### config.mk
export PLATFORM = sky130hd
export DESIGN_NAME = crc_checked_frame_parser
export DESIGN_NICKNAME = d
export VERILOG_FILES = /design/src/rtl/core/cfp_pkg.sv /design/src/rtl/core/cfp_cfg_regs.sv /design/src/rtl/core/cfp_parser.sv /design/src/rtl/core/crc_checked_frame_parser.sv
export VERILOG_INCLUDE_DIRS = /design/src /design/src/rtl/core
export SDC_FILE = /design/constraint.sdc
export NUM_CORES = 1
export LEC_CHECK = 0
export BUFFER_PORTS_ARGS = -buffer_cell sky130_fd_sc_hd__buf_4
export CORE_MARGIN = 8
export CORE_UTILIZATION = 60
export CTS_CLUSTER_DIAMETER = 50
export DETAILED_ROUTE_END_ITERATION = 16
export PLACE_DENSITY_LB_ADDON = 0.2
export SLEW_MARGIN = 20
export SYNTH_ARGS = -nofsm -noshare
export SYNTH_HDL_FRONTEND = slang
export SYNTH_SLANG_ARGS = --single-unit
### constraint.sdc
create_clock -name clk_i -period 6.4 [get_ports clk_i]
set_clock_uncertainty 0.15 [all_clocks]
set_input_delay 0.32 -clock clk_i [delete_from_list [all_inputs] [get_ports clk_i]]
set_output_delay 0.32 -clock clk_i [all_outputs]
set_load 0.1 [all_outputs]
### src/rtl/core/crc_checked_frame_parser_macros.svh
// Assertion macros for the frame parser RTL.
// Depends on nothing; included by cfp_parser, the module that carries concurrent assertions.
`ifndef CRC_CHECKED_FRAME_PARSER_MACROS_SVH
`define CRC_CHECKED_FRAME_PARSER_MACROS_SVH

// Same-cycle implication, checked outside reset.
`define CFP_ASSERT_NOW(lbl, clk, rstn, ante, cons) \
  lbl: assert property (@(posedge clk) disable iff (!rstn) (ante) |-> (cons)) \
    else $error("frame parser check failed");

// Next-cycle implication, checked outside reset.
`define CFP_ASSERT_NEXT(lbl, clk, rstn, ante, cons) \
  lbl: assert property (@(posedge clk) disable iff (!rstn) (ante) |=> (cons)) \
    else $error("frame parser check failed");

`endif

### src/rtl/core/cfp_pkg.sv
// Shared types, codes and the CRC16/XMODEM byte update for the frame parser.
// Depends on nothing; imported by every module in rtl/core.
package cfp_pkg;

  localparam int CfgIdxW = 2;
  localparam int CfgDataW = 16;

  localparam logic [CfgIdxW-1:0] CfgHeadByte  = 2'd0;
  localparam logic [CfgIdxW-1:0] CfgMaxVer    = 2'd1;
  localparam logic [CfgIdxW-1:0] CfgMaxPayld  = 2'd2;

  localparam logic [7:0]  HeadByteRst   = 8'd90;
  localparam logic [7:0]  MaxVerRst     = 8'd1;
  localparam logic [15:0] MaxPayloadRst = 16'd256;

  // Header length counted from the head byte: head, 4 header bytes, 2 length bytes,
  // plus one when an address byte is present.
  localparam logic [3:0] HdrLenNoAddr = 4'd7;
  localparam logic [3:0] HdrLenAddr   = 4'd8;

  localparam logic [15:0] CrcPoly = 16'h1021;

  localparam logic [2:0] ST_HUNT     = 3'd0;
  localparam logic [2:0] ST_RECV     = 3'd1;
  localparam logic [2:0] ST_DONE     = 3'd2;
  localparam logic [2:0] ST_VER_ERR  = 3'd3;
  localparam logic [2:0] ST_SIZE_ERR = 3'd4;
  localparam logic [2:0] ST_CRC_ERR  = 3'd5;
  localparam logic [2:0] ST_DROPPED  = 3'd6;

  localparam logic OP_BYTE    = 1'b0;
  localparam logic OP_RELEASE = 1'b1;

  typedef struct packed {
    logic       op;
    logic [7:0] data_byte;
  } in_item_t;

  typedef struct packed {
    logic [2:0]  status;
    logic        is_payload;
    logic [7:0]  out_byte;
    logic [7:0]  frame_type;
    logic [7:0]  frame_version;
    logic [3:0]  frame_class;
    logic        data_bit;
    logic        has_addr;
    logic [7:0]  msg_id;
    logic [7:0]  dev_addr;
    logic [15:0] payload_size;
  } out_item_t;

  typedef struct packed {
    logic [7:0]  head_byte;
    logic [7:0]  max_version;
    logic [15:0] max_payload;
  } cfg_t;

  // One byte through CRC16/XMODEM, MSB first.
  function automatic logic [15:0] crc16_byte(logic [15:0] crc, logic [7:0] b);
    logic [15:0] c;
    c = crc ^ {b, 8'h00};
    for (int i = 0; i < 8; i++) begin
      c = c[15] ? ({c[14:0], 1'b0} ^ CrcPoly) : {c[14:0], 1'b0};
    end
    return c;
  endfunction

endpackage

### src/rtl/core/cfp_cfg_regs.sv
// Configuration register file of the frame parser.
// Depends on cfp_pkg for the register indexes, reset values and cfg_t.
module cfp_cfg_regs import cfp_pkg::*; (
  input  logic               clk_i,
  input  logic               rst_ni,
  input  logic               cfg_valid_i,
  output logic               cfg_ready_o,
  input  logic [CfgIdxW-1:0] cfg_index_i,
  input  logic [CfgDataW-1:0] cfg_data_i,
  output cfg_t               cfg_o
);

  cfg_t cfg_q, cfg_d;

  assign cfg_ready_o = 1'b1;
  assign cfg_o = cfg_q;

  always_comb begin
    cfg_d = cfg_q;
    if (cfg_valid_i) begin
      case (cfg_index_i)
        CfgHeadByte: cfg_d.head_byte   = cfg_data_i[7:0];
        CfgMaxVer:   cfg_d.max_version = cfg_data_i[7:0];
        CfgMaxPayld: cfg_d.max_payload = cfg_data_i;
        default:     cfg_d = cfg_q;
      endcase
    end
  end

  always_ff @(posedge clk_i or negedge rst_ni) begin
    if (!rst_ni) begin
      cfg_q.head_byte   <= HeadByteRst;
      cfg_q.max_version <= MaxVerRst;
      cfg_q.max_payload <= MaxPayloadRst;
    end else begin
      cfg_q <= cfg_d;
    end
  end

endmodule

### src/rtl/core/cfp_parser.sv
// Frame parser state and per-byte step logic: phase, counters, CRC, captured header.
// Depends on cfp_pkg and the assertion macros header.
`include "crc_checked_frame_parser_macros.svh"

module cfp_parser import cfp_pkg::*; (
  input  logic      clk_i,
  input  logic      rst_ni,
  input  logic      step_i,
  input  in_item_t  item_i,
  input  cfg_t      cfg_i,
  output out_item_t res_o
);

  localparam logic [3:0] PH_HUNT    = 4'd0;
  localparam logic [3:0] PH_TYPE    = 4'd1;
  localparam logic [3:0] PH_VER     = 4'd2;
  localparam logic [3:0] PH_FLAGS   = 4'd3;
  localparam logic [3:0] PH_MID     = 4'd4;
  localparam logic [3:0] PH_ADDR    = 4'd5;
  localparam logic [3:0] PH_SIZE    = 4'd6;
  localparam logic [3:0] PH_PAYLOAD = 4'd7;
  localparam logic [3:0] PH_CRC     = 4'd8;

  logic [3:0]  phase_q, phase_d;
  logic [16:0] bcnt_q, bcnt_d;
  logic [15:0] size_q, size_d;
  logic [15:0] crc_run_q, crc_run_d;
  logic [15:0] crc_rcv_q, crc_rcv_d;
  logic        held_q, held_d;
  logic [7:0]  hdr_type_q, hdr_type_d;
  logic [7:0]  hdr_ver_q, hdr_ver_d;
  logic [5:0]  hdr_flags_q, hdr_flags_d;
  logic [7:0]  hdr_mid_q, hdr_mid_d;
  logic [7:0]  hdr_addr_q, hdr_addr_d;

  logic [7:0]  b;
  logic [3:0]  hdr_len;
  logic [16:0] pay_end;
  logic [16:0] crc_end;
  logic [2:0]  st;
  logic        pay;
  logic        err;
  logic [7:0]  rep_byte;
  logic [15:0] rep_size;

  assign b       = item_i.data_byte;
  assign hdr_len = hdr_flags_q[5] ? HdrLenAddr : HdrLenNoAddr;
  assign pay_end = 17'(hdr_len) + 17'(size_q);
  assign crc_end = pay_end + 17'd2;

  always_comb begin
    phase_d     = phase_q;
    bcnt_d      = bcnt_q;
    size_d      = size_q;
    crc_run_d   = crc_run_q;
    crc_rcv_d   = crc_rcv_q;
    held_d      = held_q;
    hdr_type_d  = hdr_type_q;
    hdr_ver_d   = hdr_ver_q;
    hdr_flags_d = hdr_flags_q;
    hdr_mid_d   = hdr_mid_q;
    hdr_addr_d  = hdr_addr_q;
    st          = ST_RECV;
    pay         = 1'b0;
    err         = 1'b0;
    rep_byte    = b;
    rep_size    = size_q;

    if (item_i.op == OP_RELEASE) begin
      // Release a held frame back to hunting; otherwise just report where we are.
      rep_byte = 8'h00;
      if (held_q) begin
        held_d    = 1'b0;
        phase_d   = PH_HUNT;
        size_d    = 16'h0000;
        crc_run_d = 16'h0000;
        crc_rcv_d = 16'h0000;
      end
      st       = (phase_d == PH_HUNT) ? ST_HUNT : ST_RECV;
      rep_size = size_d;
    end else if (held_q) begin
      st = ST_DROPPED;
    end else begin
      if (phase_q >= PH_TYPE && phase_q <= PH_PAYLOAD) begin
        crc_run_d = crc16_byte(crc_run_q, b);
      end
      case (phase_q)
        PH_TYPE: begin
          bcnt_d     = bcnt_q + 17'd1;
          hdr_type_d = b;
          phase_d    = PH_VER;
        end
        PH_VER: begin
          bcnt_d    = bcnt_q + 17'd1;
          hdr_ver_d = b;
          if (b <= cfg_i.max_version) begin
            phase_d = PH_FLAGS;
          end else begin
            st  = ST_VER_ERR;
            err = 1'b1;
          end
        end
        PH_FLAGS: begin
          bcnt_d      = bcnt_q + 17'd1;
          hdr_flags_d = b[5:0];
          phase_d     = PH_MID;
        end
        PH_MID: begin
          bcnt_d    = bcnt_q + 17'd1;
          hdr_mid_d = b;
          if (hdr_flags_q[5]) begin
            phase_d = PH_ADDR;
          end else begin
            hdr_addr_d = 8'h00;
            phase_d    = PH_SIZE;
          end
        end
        PH_ADDR: begin
          bcnt_d     = bcnt_q + 17'd1;
          hdr_addr_d = b;
          phase_d    = PH_SIZE;
        end
        PH_SIZE: begin
          bcnt_d = bcnt_q + 17'd1;
          size_d = {size_q[7:0], b};
          if (bcnt_d >= 17'(hdr_len)) begin
            if (size_d > cfg_i.max_payload) begin
              st  = ST_SIZE_ERR;
              err = 1'b1;
            end else begin
              phase_d = (size_d == 16'h0000) ? PH_CRC : PH_PAYLOAD;
            end
          end
        end
        PH_PAYLOAD: begin
          bcnt_d = bcnt_q + 17'd1;
          pay    = 1'b1;
          if (bcnt_d >= pay_end) begin
            phase_d = PH_CRC;
          end
        end
        PH_CRC: begin
          bcnt_d    = bcnt_q + 17'd1;
          crc_rcv_d = {crc_rcv_q[7:0], b};
          if (bcnt_d >= crc_end) begin
            if (crc_rcv_d == crc_run_q) begin
              held_d = 1'b1;
              st     = ST_DONE;
            end else begin
              st  = ST_CRC_ERR;
              err = 1'b1;
            end
          end
        end
        default: begin
          // Hunting, and any phase code that cannot be reached.
          if (b == cfg_i.head_byte) begin
            crc_run_d = 16'h0000;
            crc_rcv_d = 16'h0000;
            size_d    = 16'h0000;
            bcnt_d    = 17'd1;
            phase_d   = PH_TYPE;
          end else begin
            phase_d = PH_HUNT;
            st      = ST_HUNT;
          end
        end
      endcase
      // Report the length before an error wipes it.
      rep_size = size_d;
      if (err) begin
        phase_d   = PH_HUNT;
        size_d    = 16'h0000;
        crc_run_d = 16'h0000;
        crc_rcv_d = 16'h0000;
      end
    end

    res_o.status        = st;
    res_o.is_payload    = pay;
    res_o.out_byte      = rep_byte;
    res_o.frame_type    = hdr_type_d;
    res_o.frame_version = hdr_ver_d;
    res_o.frame_class   = hdr_flags_d[3:0];
    res_o.data_bit      = hdr_flags_d[4];
    res_o.has_addr      = hdr_flags_d[5];
    res_o.msg_id        = hdr_mid_d;
    res_o.dev_addr      = hdr_addr_d;
    res_o.payload_size  = rep_size;
  end

  always_ff @(posedge clk_i or negedge rst_ni) begin
    if (!rst_ni) begin
      phase_q     <= PH_HUNT;
      bcnt_q      <= '0;
      size_q      <= '0;
      crc_run_q   <= '0;
      crc_rcv_q   <= '0;
      held_q      <= 1'b0;
      hdr_type_q  <= '0;
      hdr_ver_q   <= '0;
      hdr_flags_q <= '0;
      hdr_mid_q   <= '0;
      hdr_addr_q  <= '0;
    end else if (step_i) begin
      phase_q     <= phase_d;
      bcnt_q      <= bcnt_d;
      size_q      <= size_d;
      crc_run_q   <= crc_run_d;
      crc_rcv_q   <= crc_rcv_d;
      held_q      <= held_d;
      hdr_type_q  <= hdr_type_d;
      hdr_ver_q   <= hdr_ver_d;
      hdr_flags_q <= hdr_flags_d;
      hdr_mid_q   <= hdr_mid_d;
      hdr_addr_q  <= hdr_addr_d;
    end
  end

  `CFP_ASSERT_NOW(a_held_in_crc, clk_i, rst_ni, held_q, phase_q == PH_CRC)
  `CFP_ASSERT_NOW(a_hunt_clean, clk_i, rst_ni, phase_q == PH_HUNT,
                  size_q == 16'h0000 && crc_run_q == 16'h0000)
  `CFP_ASSERT_NOW(a_drop_while_held, clk_i, rst_ni, held_q && item_i.op == OP_BYTE,
                  res_o.status == ST_DROPPED && !res_o.is_payload)
  `CFP_ASSERT_NEXT(a_release_frees, clk_i, rst_ni,
                   step_i && held_q && item_i.op == OP_RELEASE,
                   !held_q && phase_q == PH_HUNT)

endmodule

### src/rtl/core/crc_checked_frame_parser.sv
// Byte-serial frame parser with CRC16/XMODEM check (poly 0x1021, init 0).
//   Input channel (in_valid_i / in_stall_o / in_item_i): one transaction per
//   received byte (op = byte) or per release request (op = release).
//   Output channel (out_valid_o / out_stall_i / out_item_o): exactly one result
//   transaction per input transaction, in order: status, payload flag, echoed
//   byte and the captured header fields of the current frame.
//   Config channel (cfg_valid_i / cfg_ready_o): ready is always high; index 0
//   head byte, 1 max version, 2 max payload length; other indexes are ignored.
//   Write config only while no transaction is in flight.
//   An accepted item waits in the input register and is stepped into the result
//   register once it can load. Throughput: one item per cycle while the output
//   is not stalled, set by the single input register and result register around
//   the per-byte step (the 8-bit CRC update is one byte-wide combinational step).
//   A stalled output holds its result; the input register then fills and
//   in_stall_o rises, so at most one item waits behind the held result.
//   Reset: parser hunts for a head byte, all counters, CRCs and captured fields
//   clear, config returns to head 0x5A, max version 1, max payload 256.
//   After a good CRC the frame is held: further bytes report dropped until a
//   release transaction returns the parser to hunting.
// Depends on cfp_pkg, cfp_cfg_regs and cfp_parser.
module crc_checked_frame_parser import cfp_pkg::*; (
  input  logic                clk_i,
  input  logic                rst_ni,
  input  logic                in_valid_i,
  output logic                in_stall_o,
  input  in_item_t            in_item_i,
  output logic                out_valid_o,
  input  logic                out_stall_i,
  output out_item_t           out_item_o,
  input  logic                cfg_valid_i,
  output logic                cfg_ready_o,
  input  logic [CfgIdxW-1:0]  cfg_index_i,
  input  logic [CfgDataW-1:0] cfg_data_i
);

  logic      in_valid_q, in_valid_d;
  in_item_t  in_item_q;
  logic      out_valid_q, out_valid_d;
  out_item_t out_item_q;
  logic      advance;
  logic      step;
  logic      in_take;
  cfg_t      cfg;
  out_item_t res;

  cfp_cfg_regs u_cfg (
    .clk_i       (clk_i),
    .rst_ni      (rst_ni),
    .cfg_valid_i (cfg_valid_i && cfg_ready_o),
    .cfg_ready_o (cfg_ready_o),
    .cfg_index_i (cfg_index_i),
    .cfg_data_i  (cfg_data_i),
    .cfg_o       (cfg)
  );

  cfp_parser u_parser (
    .clk_i  (clk_i),
    .rst_ni (rst_ni),
    .step_i (step),
    .item_i (in_item_q),
    .cfg_i  (cfg),
    .res_o  (res)
  );

  // Result register can load when empty or being drained this cycle.
  assign advance = !out_valid_q || !out_stall_i;
  assign step    = in_valid_q && advance;
  // Hold off the sender only when the input register is full and cannot move.
  assign in_stall_o = in_valid_q && !advance;
  assign in_take    = in_valid_i && !in_stall_o;

  always_comb begin
    in_valid_d = in_valid_q;
    if (in_take) begin
      in_valid_d = 1'b1;
    end else if (step) begin
      in_valid_d = 1'b0;
    end
    out_valid_d = advance ? in_valid_q : out_valid_q;
  end

  always_ff @(posedge clk_i or negedge rst_ni) begin
    if (!rst_ni) begin
      in_valid_q  <= 1'b0;
      out_valid_q <= 1'b0;
    end else begin
      in_valid_q  <= in_valid_d;
      out_valid_q <= out_valid_d;
    end
  end

  // Payload registers: load on their own handshake events, no reset needed.
  always_ff @(posedge clk_i) begin
    if (in_take) begin
      in_item_q <= in_item_i;
    end
    if (step) begin
      out_item_q <= res;
    end
  end

  assign out_valid_o = out_valid_q;
  assign out_item_o  = out_item_q;

endmodule

==> impl_metrics.py <==
metrics = {
    "timing": {
        "fin_crit_ps": 5810,
        "rsz0062_at_grt": "false",
        "fin_setup_tns_ps": 0,
        "slew_viol_final": 0,
        "finalCritPeriodShare_pct": 90.8,
        "hold_violations": 0,
        "holdWs_ps": 189,
        "setup_violations": 0,
        "worst_pin_slew_ps": 823,
        "setup_ws_ps": 591,
        "max_clock_freq_mhz": 172,
        "slew_headroom_pct": 45.0,
    },
    "finish": {
        "nFillCells": 1335,
        "diodes": 0,
        "fin_nets": 1291,
        "area_growth_pct": 17.6,
        "fin_cells": 1439,
        "post-route-util_pct": 72.2,
        "drive_gt1_share_pct": 19.8,
        "final_area_um2": 13500,
    },
    "route": {
        "postRouteWirelength_um": 28700,
        "drc": 0,
        "ant_nets": 0,
        "routed_via_density": 6.07,
        "drt_iter0_drc": 671,
        "firstDrtPassIters": 5,
        "num_vias": 8739,
        "post_drt_wl_per_cell_um": 20.0,
    },
    "placed_design": {
        "dp_cells": 1366,
        "dp_slack_ps": 396,
        "dpl_cell_area_um2": 12400,
        "portBuffers": 99,
        "globalplace.congestion": 0.972,
        "hpwl_um": 19900,
    },
    "die": {
        "coreArea_um2": 18800,
        "io_pins": 101,
        "die_w_um": 155,
        "start_util_pct": 61.3,
        "die_h_um": 155,
        "rows": 50,
        "dieArea_um2": 23900,
    },
    "clocking": {
        "root_buffer": "clkbuf_16",
        "clockBufferDepth": 3,
        "cts_sinks": 209,
        "numCtsBuffers": 23,
        "cts_htree_levels": 1,
        "cts_tree": "built",
        "clock_latency_ps": 520,
        "clk_pin_slew_ps": 60,
    },
    "global_routing": {
        "grt_max_degree": 86,
        "first_global_vias": 8725,
        "antenna_found_initial": 0,
        "groute.usage.overall_pct": 24.1,
        "grt_overflow": 0,
        "grt_pass1_wl_um": 46500,
    },
    "synthesis": {
        "ys_dominant_reg_cell": "dfrtp_1",
        "synth_area_um2": 11500,
        "async_flop_share_pct": 64.1,
        "synth_cells": 1069,
        "synth_area_leaders": "dfrtp_1 (28%), edfxtp_1 (20%), ha_1 (7.6%), mux2_2 (5.8%), nand2_1 (5.7%)",
        "ys_seq_elements": 209,
        "seq_area_frac_synth_pct": 48.8,
        "synth_area_leader_cell": "dfrtp_1",
        "synth_top_area_share_pct": 27.8,
        "yosys.cell_types.count": 75,
        "synth-edff-count": 75,
        "syn_area_per_cell_um2": 10.8,
        "synth_commonest_cells": "nand2_1 (174), dfrtp_1 (128), edfxtp_1 (75), ha_1 (70), mux2_2 (59)",
        "syn_nets": 1172,
        "yosysMostFrequentCell": "nand2_1",
        "synth_warnings": 0,
    },
    "power_and_ir_drop": {
        "p_leak_nw": 6.04,
        "peakVddDrop_uv": 321,
        "total_power_mw": 4.92,
        "p_per_area_nw_per_um2": 363,
    },
    "worst_setup_path": {
        "rrSetupSlack_ps": 590,
        "worstReg2RegStart": "u_parser.hdr_flags_q[5]$_DFFE_PN0P_",
        "critPathRequiredTime_ps": 6650,
        "worstPathMaxFanout": 15,
        "crit_arrival_ps": 6060,
        "crit_type": "register to register",
        "start_kind": "register",
        "cp-startpoint": "u_parser.hdr_flags_q[5]$_DFFE_PN0P_",
        "r2r_cells": 21,
        "crit_path_end_kind": "register",
    },
    "min_path": {
        "hold-path-cell-count": 4,
        "min_path_type": "input port to register",
        "hp-start": "cfg_index_i[1]",
    },
    "run": {
        "drv_cap": 0,
    },
    "status": {
        "status": "complete, no violations",
    },
}
sequential cells by signal (all words and copies together) (netlist names), 4 cells and up:
name and count:
in_item_q 9, out_item_o 66, u_cfg.cfg_o 32, u_parser.bcnt_q 17, u_parser.crc_rcv_q 8, u_parser.crc_run_q 16
u_parser.hdr_addr_q 8, u_parser.hdr_flags_q 6, u_parser.hdr_mid_q 8, u_parser.hdr_type_q 8, u_parser.hdr_ver_q 8, u_parser.phase_q 4
u_parser.size_q 16
routing by layer:
layer  GRT usage [%]  vias to the layer above  wire length (um)
met5               0                        -                 0
met3            3.79                       52              1540
met4            6.91                        0               755
met1            30.5                     4332             11900
met2            42.0                      267             14500
li1                -                     4088                 -
what timing repair did:
action	4_1_cts	5_1_grt
hold buffers	29	0
setup buffers	0	2
hold endpoints to repair	126	0
resized for setup	0	2
endpoints found under the setup margin	0	40
power by group:
part | total (mW) | switching [mW] | internal, mW
clock network | 1.31 | 0.538 | 0.770
logic | 1.73 | 1.15 | 0.573
registers | 1.88 | 0.186 | 1.70
layout by cell type (no fill, tap or decap), drive strengths merged, types with 3 or more instances in the layout:
cell         Yosys  layout
a21o             6       6
a21boi           6       6
nand3b           3       3
and4             3       3
o21a             4       4
o31ai            3       3
xnor2           50      50
nor4            17      17
ha              70      70
o211ai           3       3
o21ai           53      53
dfrtp          128     128
and3             5       5
nand3           31      31
dfstp            6       6
xor2            41      41
clkbuf          33      33
nor2            43      43
nor3b            4       4
buf             14     112
nand2          174     174
a22o            55      55
nor2b           10      10
mux2            59      59
a211oi           6       6
and2             3       3
clkinv           0       5
a31oi            5       5
a211o            3       3
dlygate4sd3      0      29
or2              4       4
a21oi           20      20
o32ai            3       3
nor3            11      11
edfxtp          75      75
nand4           21      21
inv             46      48
nand2b           4       4
a22oi           16      16
logic make-up after synthesis:
family | share of synthesized area [%]
simple gates | 14.4
flops | 48.8
compound gates | 12.9
buf+inv | 3.29
xor+xnor | 6.92
fa+ha+maj | 7.78
mux | 5.86
other cells | 0.0326
cell type report:
cell class / count / area [um2] / share of cell area (%)
flip-flops and latches: 209 / 5610 / 41.4
multi-input cells: 767 / 5540 / 40.9
repair buffers: 141 / 1160 / 8.56
clock buffers: 33 / 663 / 4.90
well taps: 234 / 293 / 2.16
inverters: 46 / 175 / 1.29
clock inverters: 9 / 98.8 / 0.730
final timing paths:
path,endpoint
min reg2reg,u_parser.hdr_flags_q[3]$_DFFE_PN0P_
min in group asynchronous,u_cfg.cfg_o[17]$_DFFE_PN0P_
max in group asynchronous,u_parser.bcnt_q[5]$_DFFE_PN0P_
max reg2reg,u_parser.size_q[8]$_DFFE_PN0P_
min,u_cfg.cfg_o[25]$_DFFE_PN1P_
max,u_parser.size_q[8]$_DFFE_PN0P_
worst max-delay path, cell delays in order, from the launching register on:
cell and delay (ps):
dfrtp_1 450, inv_1 210, ha_1 280, fa_1 400
a21o_1 210, a21oi_2 280, xor2_1 190, nor2_1 230
nand3_1 160, nor4_1 300, buf_4 200, nand3_1 110
xnor2_1 160, ha_1 290, nand4_1 140, or4_1 560
a221oi_1 350, o21bai_1 200, o2111ai_4 270, o21ai_4 130
buf_12 180, a22o_1 230
(Power assumes the default switching activity.)
